### src/sv/mdm_pkg.sv
package mdm_pkg;

    localparam int MAX_COLS = 64;
    localparam int MAX_ROWS = 64;
    localparam int DEPTH = MAX_COLS * MAX_ROWS;
    localparam int ADDR_W = $clog2(DEPTH);
    localparam int DIM_W = $clog2((MAX_COLS > MAX_ROWS ? MAX_COLS : MAX_ROWS) + 1);

    localparam int CFG_W = 7;
    localparam int CFG_IDX_W = 1;
    localparam int KIND_W = 2;
    localparam int COL_W = 6;
    localparam int ROW_W = 6;
    localparam int DIST_W = 8;
    localparam int DIST_MAX = (1 << DIST_W) - 1;

    localparam logic [CFG_W-1:0] GRID_WIDTH_RST = 7'd16;
    localparam logic [CFG_W-1:0] GRID_HEIGHT_RST = 7'd16;

    typedef enum logic [KIND_W-1:0] {
        KIND_CLEAR = 2'd0,
        KIND_PLACE = 2'd1,
        KIND_READ  = 2'd2
    } kind_t;

    typedef enum logic [CFG_IDX_W-1:0] {
        REG_GRID_WIDTH  = 1'b0,
        REG_GRID_HEIGHT = 1'b1
    } cfg_idx_t;

    typedef enum logic [2:0] {
        ST_INIT,
        ST_IDLE,
        ST_FILL,
        ST_PLACE,
        ST_READ,
        ST_RESULT
    } state_t;

    typedef enum logic [1:0] {
        SW_INIT,
        SW_FILL,
        SW_PLACE
    } sweep_mode_t;

    typedef struct packed {
        logic        accept;
        logic        step;
        sweep_mode_t mode;
        logic        read;
        logic        load;
    } mdm_cmd_t;

    typedef struct packed {
        logic grid_empty;
        logic in_grid;
        logic last_cell;
        logic out_free;
    } mdm_status_t;

    function automatic logic [DIM_W-1:0] used_dim(input logic [CFG_W-1:0] v,
                                                  input int unsigned lim);
        logic [DIM_W-1:0] res;
        if (32'(v) > lim)
        begin
            res = DIM_W'(lim);
        end
        else
        begin
            res = DIM_W'(v);
        end
        return res;
    endfunction

    function automatic logic [DIST_W-1:0] fill_value(input logic [DIM_W-1:0] w,
                                                     input logic [DIM_W-1:0] h);
        logic [DIM_W+1:0] sum;
        logic [DIST_W-1:0] res;
        sum = (DIM_W+2)'(w) + (DIM_W+2)'(h) + (DIM_W+2)'(1);
        if (32'(sum) > DIST_MAX)
        begin
            res = DIST_W'(DIST_MAX);
        end
        else
        begin
            res = DIST_W'(sum);
        end
        return res;
    endfunction

    localparam logic [DIST_W-1:0] RESET_FILL =
        fill_value(used_dim(GRID_WIDTH_RST, MAX_COLS), used_dim(GRID_HEIGHT_RST, MAX_ROWS));

endpackage

### src/sv/mdm_ctrl.sv
module mdm_ctrl
    import mdm_pkg::*;
(
    input  logic              clk,
    input  logic              rst_n,
    input  logic              item_valid,
    input  logic [KIND_W-1:0] item_kind,
    input  mdm_status_t       status,
    output logic              item_ready,
    output mdm_cmd_t          cmd
);

    state_t state_reg;
    state_t state_next;

    always_ff @(posedge clk or negedge rst_n)
    begin
        if (!rst_n)
        begin
            state_reg <= ST_INIT;
        end
        else
        begin
            state_reg <= state_next;
        end
    end

    always_comb
    begin
        state_next = state_reg;
        item_ready = 1'b0;
        cmd.accept = 1'b0;
        cmd.step = 1'b0;
        cmd.mode = SW_FILL;
        cmd.read = 1'b0;
        cmd.load = 1'b0;
        unique case (state_reg)
            ST_INIT:
            begin
                cmd.step = 1'b1;
                cmd.mode = SW_INIT;
                if (status.last_cell)
                begin
                    state_next = ST_IDLE;
                end
            end
            ST_IDLE:
            begin
                item_ready = 1'b1;
                if (item_valid)
                begin
                    cmd.accept = 1'b1;
                    unique case (item_kind)
                        KIND_CLEAR:
                        begin
                            if (!status.grid_empty)
                            begin
                                state_next = ST_FILL;
                            end
                        end
                        KIND_PLACE:
                        begin
                            if (status.in_grid)
                            begin
                                state_next = ST_PLACE;
                            end
                        end
                        KIND_READ:
                        begin
                            state_next = ST_READ;
                        end
                        default:
                        begin
                            state_next = ST_IDLE;
                        end
                    endcase
                end
            end
            ST_FILL:
            begin
                cmd.step = 1'b1;
                cmd.mode = SW_FILL;
                if (status.last_cell)
                begin
                    state_next = ST_IDLE;
                end
            end
            ST_PLACE:
            begin
                cmd.step = 1'b1;
                cmd.mode = SW_PLACE;
                if (status.last_cell)
                begin
                    state_next = ST_IDLE;
                end
            end
            ST_READ:
            begin
                cmd.read = 1'b1;
                state_next = ST_RESULT;
            end
            ST_RESULT:
            begin
                if (status.out_free)
                begin
                    cmd.load = 1'b1;
                    state_next = ST_IDLE;
                end
            end
            default:
            begin
                state_next = ST_IDLE;
            end
        endcase
    end

endmodule

### config.mk
export PLATFORM = sky130hd
export DESIGN_NAME = mdm_ctrl
export DESIGN_NICKNAME = d
export VERILOG_FILES = /design/src/sv/mdm_pkg.sv /design/src/sv/mdm_ctrl.sv
export SDC_FILE = /design/constraint.sdc
export NUM_CORES = 1
export LEC_CHECK = 0
export CORE_AREA = 2 2 39 41
export CTS_CLUSTER_SIZE = 30
export DETAILED_ROUTE_END_ITERATION = 8
export DIE_AREA = 0 0 41 43
export DONT_BUFFER_PORTS = 1
export GPL_TIMING_DRIVEN = 0
export SYNTH_ARGS = -nofsm -noshare
export SYNTH_HDL_FRONTEND = slang
export SYNTH_SLANG_ARGS = --single-unit
### constraint.sdc
create_clock -name clk -period 1.5 [get_ports clk]
set_input_delay 0 -clock clk [delete_from_list [all_inputs] [get_ports clk]]
set_output_delay 0 -clock clk [all_outputs]
set_load 0.005 [all_outputs]
==> flow_summary.json, run 1 <==
{
  "arrival_ns": 1.22,
  "syn_inst": 29,
  "grt_pass1_vias": 240,
  "p_comb_frac": 0.308,
  "max_cap_viol_count": 0,
  "grt_first_pass_wirelength_um": 903,
  "period_needed_ns": 1.22,
  "swShare": 0.308,
  "num_io_pins": 16,
  "synth_cell_types": 19,
  "clockBufferDepth": 2,
  "power.density_nw_per_um2": 1070,
  "syn_avg_cell_area_um2": 7.85,
  "n_antenna_cell": 0,
  "rsz0062_at_grt": "false",
  "synth_area_um2": 228,
  "track_usage": 0.0876,
  "hold_viol": 0,
  "fp-row-count": 14,
  "synth-seq-area-share": 0.330,
  "post-dp-hpwl_um": 405,
  "p_int_w": 0.000241,
  "skew_ns": 0.00142,
  "setup_violations": 0,
  "fin_crit_sh": 0.811,
  "portBuffers": 0,
  "die_area_um2": 1760,
  "tns_ns": 0,
  "synth_edf_count": 0,
  "cts_resized": 0,
  "synthFlopType": "dfrtp_1",
  "crit_path_start_kind": "register",
  "synthTopCellsByCount": "nor2_1 (5), nand2_1 (4), dfrtp_1 (3), nand2b_1 (2)",
  "worstSetupPathType": "reg2out",
  "core_area_um2": 1380,
  "wl_um": 569,
  "p_sw_w": 0.000107,
  "cts_num_sinks": 3,
  "yosys.area.top_type": "dfrtp_1",
  "required_ns": 1.50,
  "grt_start_max_net_pins": 11,
  "overflow": 0,
  "cts_tree": "built",
  "worst-slew-pin-transition_ns": 0.248,
  "end_kind": "output pin",
  "gp_congestion": 0.686,
  "drt_iter0_markers": 1,
  "wl_per_cell_um": 10.5,
  "maxClockFrequency_mhz": 822,
  "busiest_layer": "met4",
  "r2r_slack_ns": 0.32,
  "via_per_inst": 4.41,
  "status": "finished, final reports clean",
  "grt_antenna_before_repair": 0,
  "start_util": 0.165,
  "firstDrtPassIters": 4,
  "post-route-drc-count": 0,
  "largest_reg_flops": 3,
  "slew-limit-headroom": 0.834,
  "gr-usage-met3": 0.0314,
  "holdWs_ns": 0.0176,
  "ir_drop_mv": 0.288,
  "clock_power_share": 0.404,
  "area_delta_synth_final_pct": 42.3,
  "nFillCells": 158,
  "final_nets": 48,
  "yosysWarnings": 0,
  "root_buffer": "clkbuf_4",
  "worst-path-max-fanout": 9,
  "synth_seq_cells": 3,
  "finalMaxSlewViolations": 0,
  "fin_total_pwr_w": 0.000348,
  "via_count": 238,
  "drive_above_1_share": 0.211,
  "p_leak_nw": 0.132,
  "use_met1": 0.0812,
  "yosysMostFrequentCell": "nor2_1",
  "met2_usage": 0.109,
  "pwr-share-seq": 0.288,
  "antenna_left": 0,
  "insertion_delay_ns": 0.23,
  "synth_nets": 38,
  "synthArstFlopShare": 1.00,
  "hp-class": "in2async",
  "htreeDepth": 1,
  "synth.area.top_cells": "dfrtp_1 (33%), nor2_1 (8.2%), nand2_1 (6.6%), and4bb_2 (5.5%), nand2b_1 (5.5%)",
  "die_x_um": 41,
  "die_h_um": 43,
  "synth_top_area_frac": 0.330,
  "cts_buffers": 3,
  "clkTransAtPathRegs_ns": 0.04
}
[power by group through the flow]
| stage | sequential [W] | combinational, W | clock [W] |
|---|---|---|---|
| finish | 0.000100 | 0.000107 | 0.000141 |
| global route | 0.000101 | 0.000122 | 0.000152 |
| CTS | 0.000100 | 0.000109 | 0.000150 |
| detailed placement | 0.000101 | 0.0000960 | 0 |
| global placement | 0.000100 | 0.0000951 | 0 |
| floorplan | 0.0000986 | 0.0000818 | 0 |
[cell type report]
cell class / count / area, um^2 / area share
Tap cell: 16 / 20.0 / 0.0618
Clock buffer: 4 / 26.3 / 0.0811
Timing Repair Buffer: 5 / 50.0 / 0.154
Buffer: 2 / 10.0 / 0.0309
Sequential cell: 3 / 75.1 / 0.232
Multi-Input combinational cell: 23 / 139 / 0.429
Inverter: 1 / 3.75 / 0.0116
[final timing paths]
| path | end | start | cells after the start |
|---|---|---|---|
| min in group clk | state_reg[1] | item_kind[0] | 3 |
| hold reg to reg | state_reg[2] | state_reg[1] | 1 |
| setup reg to reg | state_reg[0] | state_reg[1] | 3 |
| hold / removal | state_reg[0] | rst_n | 1 |
| setup / recovery | cmd[2] | state_reg[0] | 3 |
| max in group asynchronous | state_reg[1] | rst_n | 1 |
[stage by stage]
step	utilization	worst slack [ns]	cells	cell area (um^2)
floorplan	-	0.453	29	228
global placement	0.179	0.352	45	248
detailed placement	0.179	0.344	45	248
CTS	0.234	0.268	54	324
global route	0.234	0.218	54	324
finish	0.234	0.283	54	324
[layout by cell type, fill, tap and decap left out, types with 2 or more instances in the layout]
| cell type | Yosys | final |
|---|---|---|
| clkbuf_4 | 0 | 3 |
| dfrtp_1 | 3 | 3 |
| dlygate4sd3_1 | 0 | 5 |
| nand2_1 | 4 | 4 |
| nand2b_1 | 2 | 2 |
| nor2_1 | 5 | 5 |
[routing by layer]
layer	routed length, um	up-vias	part of all wire
met2	299	8	0.53
met5	0	-	0
met4	0	0	0
met1	231	113	0.41
li1	-	117	-
met3	39	0	0.069
[repair_timing]
item                      4_1_cts  5_1_grt
hold buffers                    5        0
hold endpoints to repair        6        0
buffers inserted                0        0
[critical path: stages, from the launching register on]
cell and delay [ns]:
dfrtp_1 0.35, clkbuf_2 0.16, or2_2 0.29, a21o_1 0.19
[cells by family (layout without fill, tap and decap cells)]
logic type      after synthesis  count (layout)  share of synthesized area
flops                         3               3                      0.330
buf+inv                       3              12                     0.0604
compound gates                6               6                      0.203
simple gates                 17              17                      0.407
Power figures use the tool's default switching activity.
==> run 2, diff against run 1 <==
clock period = 1.1 ns   (was 1.5 ns; I/O delays follow)
==> run 2 against run 1 <==
Against the previous run:
- the flow now finishes with violations (negative setup slack)
- sequential cell count did not move
- sequential power rose by 46%
- sequential share of layout area fell by 3.6 points
- routed wire length rose by 8.3%
- power rose by 58%
- worst setup slack got worse by 0.29 ns
- register-to-register slack got worse by 0.32 ns
- clock skew fell by 0.0012 ns
- utilization rose by 5.2 points
- global-route usage rose by 0.50 points
- first-iteration DRC count rose by 100%
- hold slack improved by 0.0018 ns
- critical path type is now reg2reg
- critical endpoint is now state_reg[0]
- largest cell class unchanged
- largest power group is now combinational logic
==> flow_summary.json, run 2 (synthesized netlist as in run 1, its figures left out) <==
{
  "crit_path_start_kind": "register",
  "violations": "negative setup slack",
  "grt_pass1_vias": 244,
  "grt_first_pass_wirelength_um": 959,
  "p_int_w": 0.000383,
  "p_comb_frac": 0.387,
  "seqCellArea_um2": 77.6,
  "power.density_nw_per_um2": 1390,
  "grt_antenna_before_repair": 0,
  "clockBufferDepth": 2,
  "placedCellCount": 45,
  "finalMaxSlewViolations": 0,
  "setup_violations": 1,
  "ir_drop_mv": 0.355,
  "via_count": 256,
  "final_nets": 52,
  "wl_um": 616,
  "swShare": 0.304,
  "post-dp-hpwl_um": 405,
  "hp-class": "in2async",
  "p_leak_nw": 0.158,
  "worstSetupPathType": "reg2reg",
  "slew-limit-headroom": 0.873,
  "max_cap_viol_count": 0,
  "wl_per_cell_um": 10.6,
  "htreeDepth": 1,
  "worst-slew-pin-transition_ns": 0.190,
  "start_util": 0.165,
  "area_delta_synth_final_pct": 74.2,
  "cts_num_sinks": 3,
  "portBuffers": 0,
  "overflow": 0,
  "largest_reg_flops": 3,
  "arrival_ns": 1.22,
  "antenna_left": 0,
  "drive_above_1_share": 0.500,
  "skew_ns": 0.000248,
  "die_h_um": 43,
  "fin_crit_sh": 1.00,
  "mostFrequentLayoutCell": "dlygate4sd3_1",
  "pwr-share-seq": 0.265,
  "rsz0062_at_grt": "true",
  "n_antenna_cell": 0,
  "fp-row-count": 14,
  "fin_total_pwr_w": 0.000550,
  "crit_start": "state_reg[1]",
  "fin_area_um2": 397,
  "clock_power_share": 0.348,
  "placed_area_um2": 248,
  "cts_buffers": 3,
  "fin_cells": 58,
  "via_per_inst": 4.41,
  "status": "finished with violations",
  "end_kind": "register",
  "clkTransAtPathRegs_ns": 0.04,
  "drt_iter0_markers": 2,
  "core_area_um2": 1380,
  "setup_ws_ns": -0.00385,
  "required_ns": 1.21,
  "die_x_um": 41,
  "num_io_pins": 16,
  "layout_common_cells": "dlygate4sd3_1 (5), buf_4 (4), nand2_1 (3), nor2_1 (3), clkbuf_4 (3)",
  "post-route-drc-count": 0,
  "maxClockFrequency_mhz": 906,
  "r2r_start": "state_reg[1]",
  "cts_tree": "built",
  "gp_congestion": 0.686,
  "worst-path-max-fanout": 4,
  "p_sw_w": 0.000167,
  "grt_start_max_net_pins": 11,
  "firstDrtPassIters": 4,
  "track_usage": 0.0926,
  "insertion_delay_ns": 0.23,
  "multiInputGateArea_um2": 166,
  "nFillCells": 155,
  "hold_viol": 0,
  "root_buffer": "clkbuf_4",
  "period_needed_ns": 1.10,
  "die_area_um2": 1760
}
[run 2: power by group through the flow]
stage          registers [W]  clock network [W]  logic [W]
2_1_floorplan       0.000134                  0   0.000112
3_3_place_gp        0.000137                  0   0.000130
3_5_place_dp        0.000138                  0   0.000131
4_1_cts             0.000142           0.000204   0.000187
5_1_grt             0.000148           0.000205   0.000235
6_report            0.000146           0.000191   0.000213
[run 2: critical path, cell delays in order, from the launching register on]
cell and delay (ns):
dfrtp_2 0.42, nand3b_1 0.22, o32ai_2 0.27, nand2b_1 0.08
[run 2: through the flow]
| stage | utilization | hold WS (ns) | setup TNS (ns) | setup slack (ns) |
|---|---|---|---|---|
| after floorplan | - | -0.296 | 0 | 0.0530 |
| after global placement | 0.179 | -0.295 | -0.0528 | -0.0479 |
| after detailed placement | 0.179 | -0.295 | -0.0709 | -0.0564 |
| after CTS | 0.267 | 0.0118 | -0.00599 | -0.00599 |
| after global routing | 0.287 | 0.0227 | -0.128 | -0.0620 |
| final | 0.287 | 0.0194 | -0.00385 | -0.00385 |
[run 2: final cells by class]
type | count | area share
well taps | 16 | 0.0505
inverters | 1 | 0.00946
repair buffers | 10 | 0.230
flip-flops and latches | 3 | 0.196
clock buffers | 4 | 0.0662
plain buffers | 1 | 0.0284
multi-input cells | 23 | 0.420
[run 2: per-layer routing]
metal / track usage / wire [um] / vias up
li1: - / - / 126
met1: 0.0812 / 223 / 119
met2: 0.122 / 341 / 11
met3: 0.0366 / 50 / 0
met4: 0.140 / 0 / 0
met5: 0 / 0 / -
[run 2: what timing repair did]
action                                 CTS  global route
hold buffers                             5             0
endpoints found under the hold margin    6             0
setup endpoints to repair                3             7
pin swaps                                1             5
gates cloned                             0             0
resized for setup                        4            10
buffers inserted                         5             0
[run 2: final timing paths]
kind,to,slack [ns],cells after the start
min in group clk,state_reg[1],0.02,3
setup / recovery,state_reg[0],-0.004,3
setup reg to reg,state_reg[0],-0.004,3
max in group asynchronous,state_reg[1],0.92,1
hold reg to reg,state_reg[1],0.55,2
hold / removal,state_reg[2],0.02,1
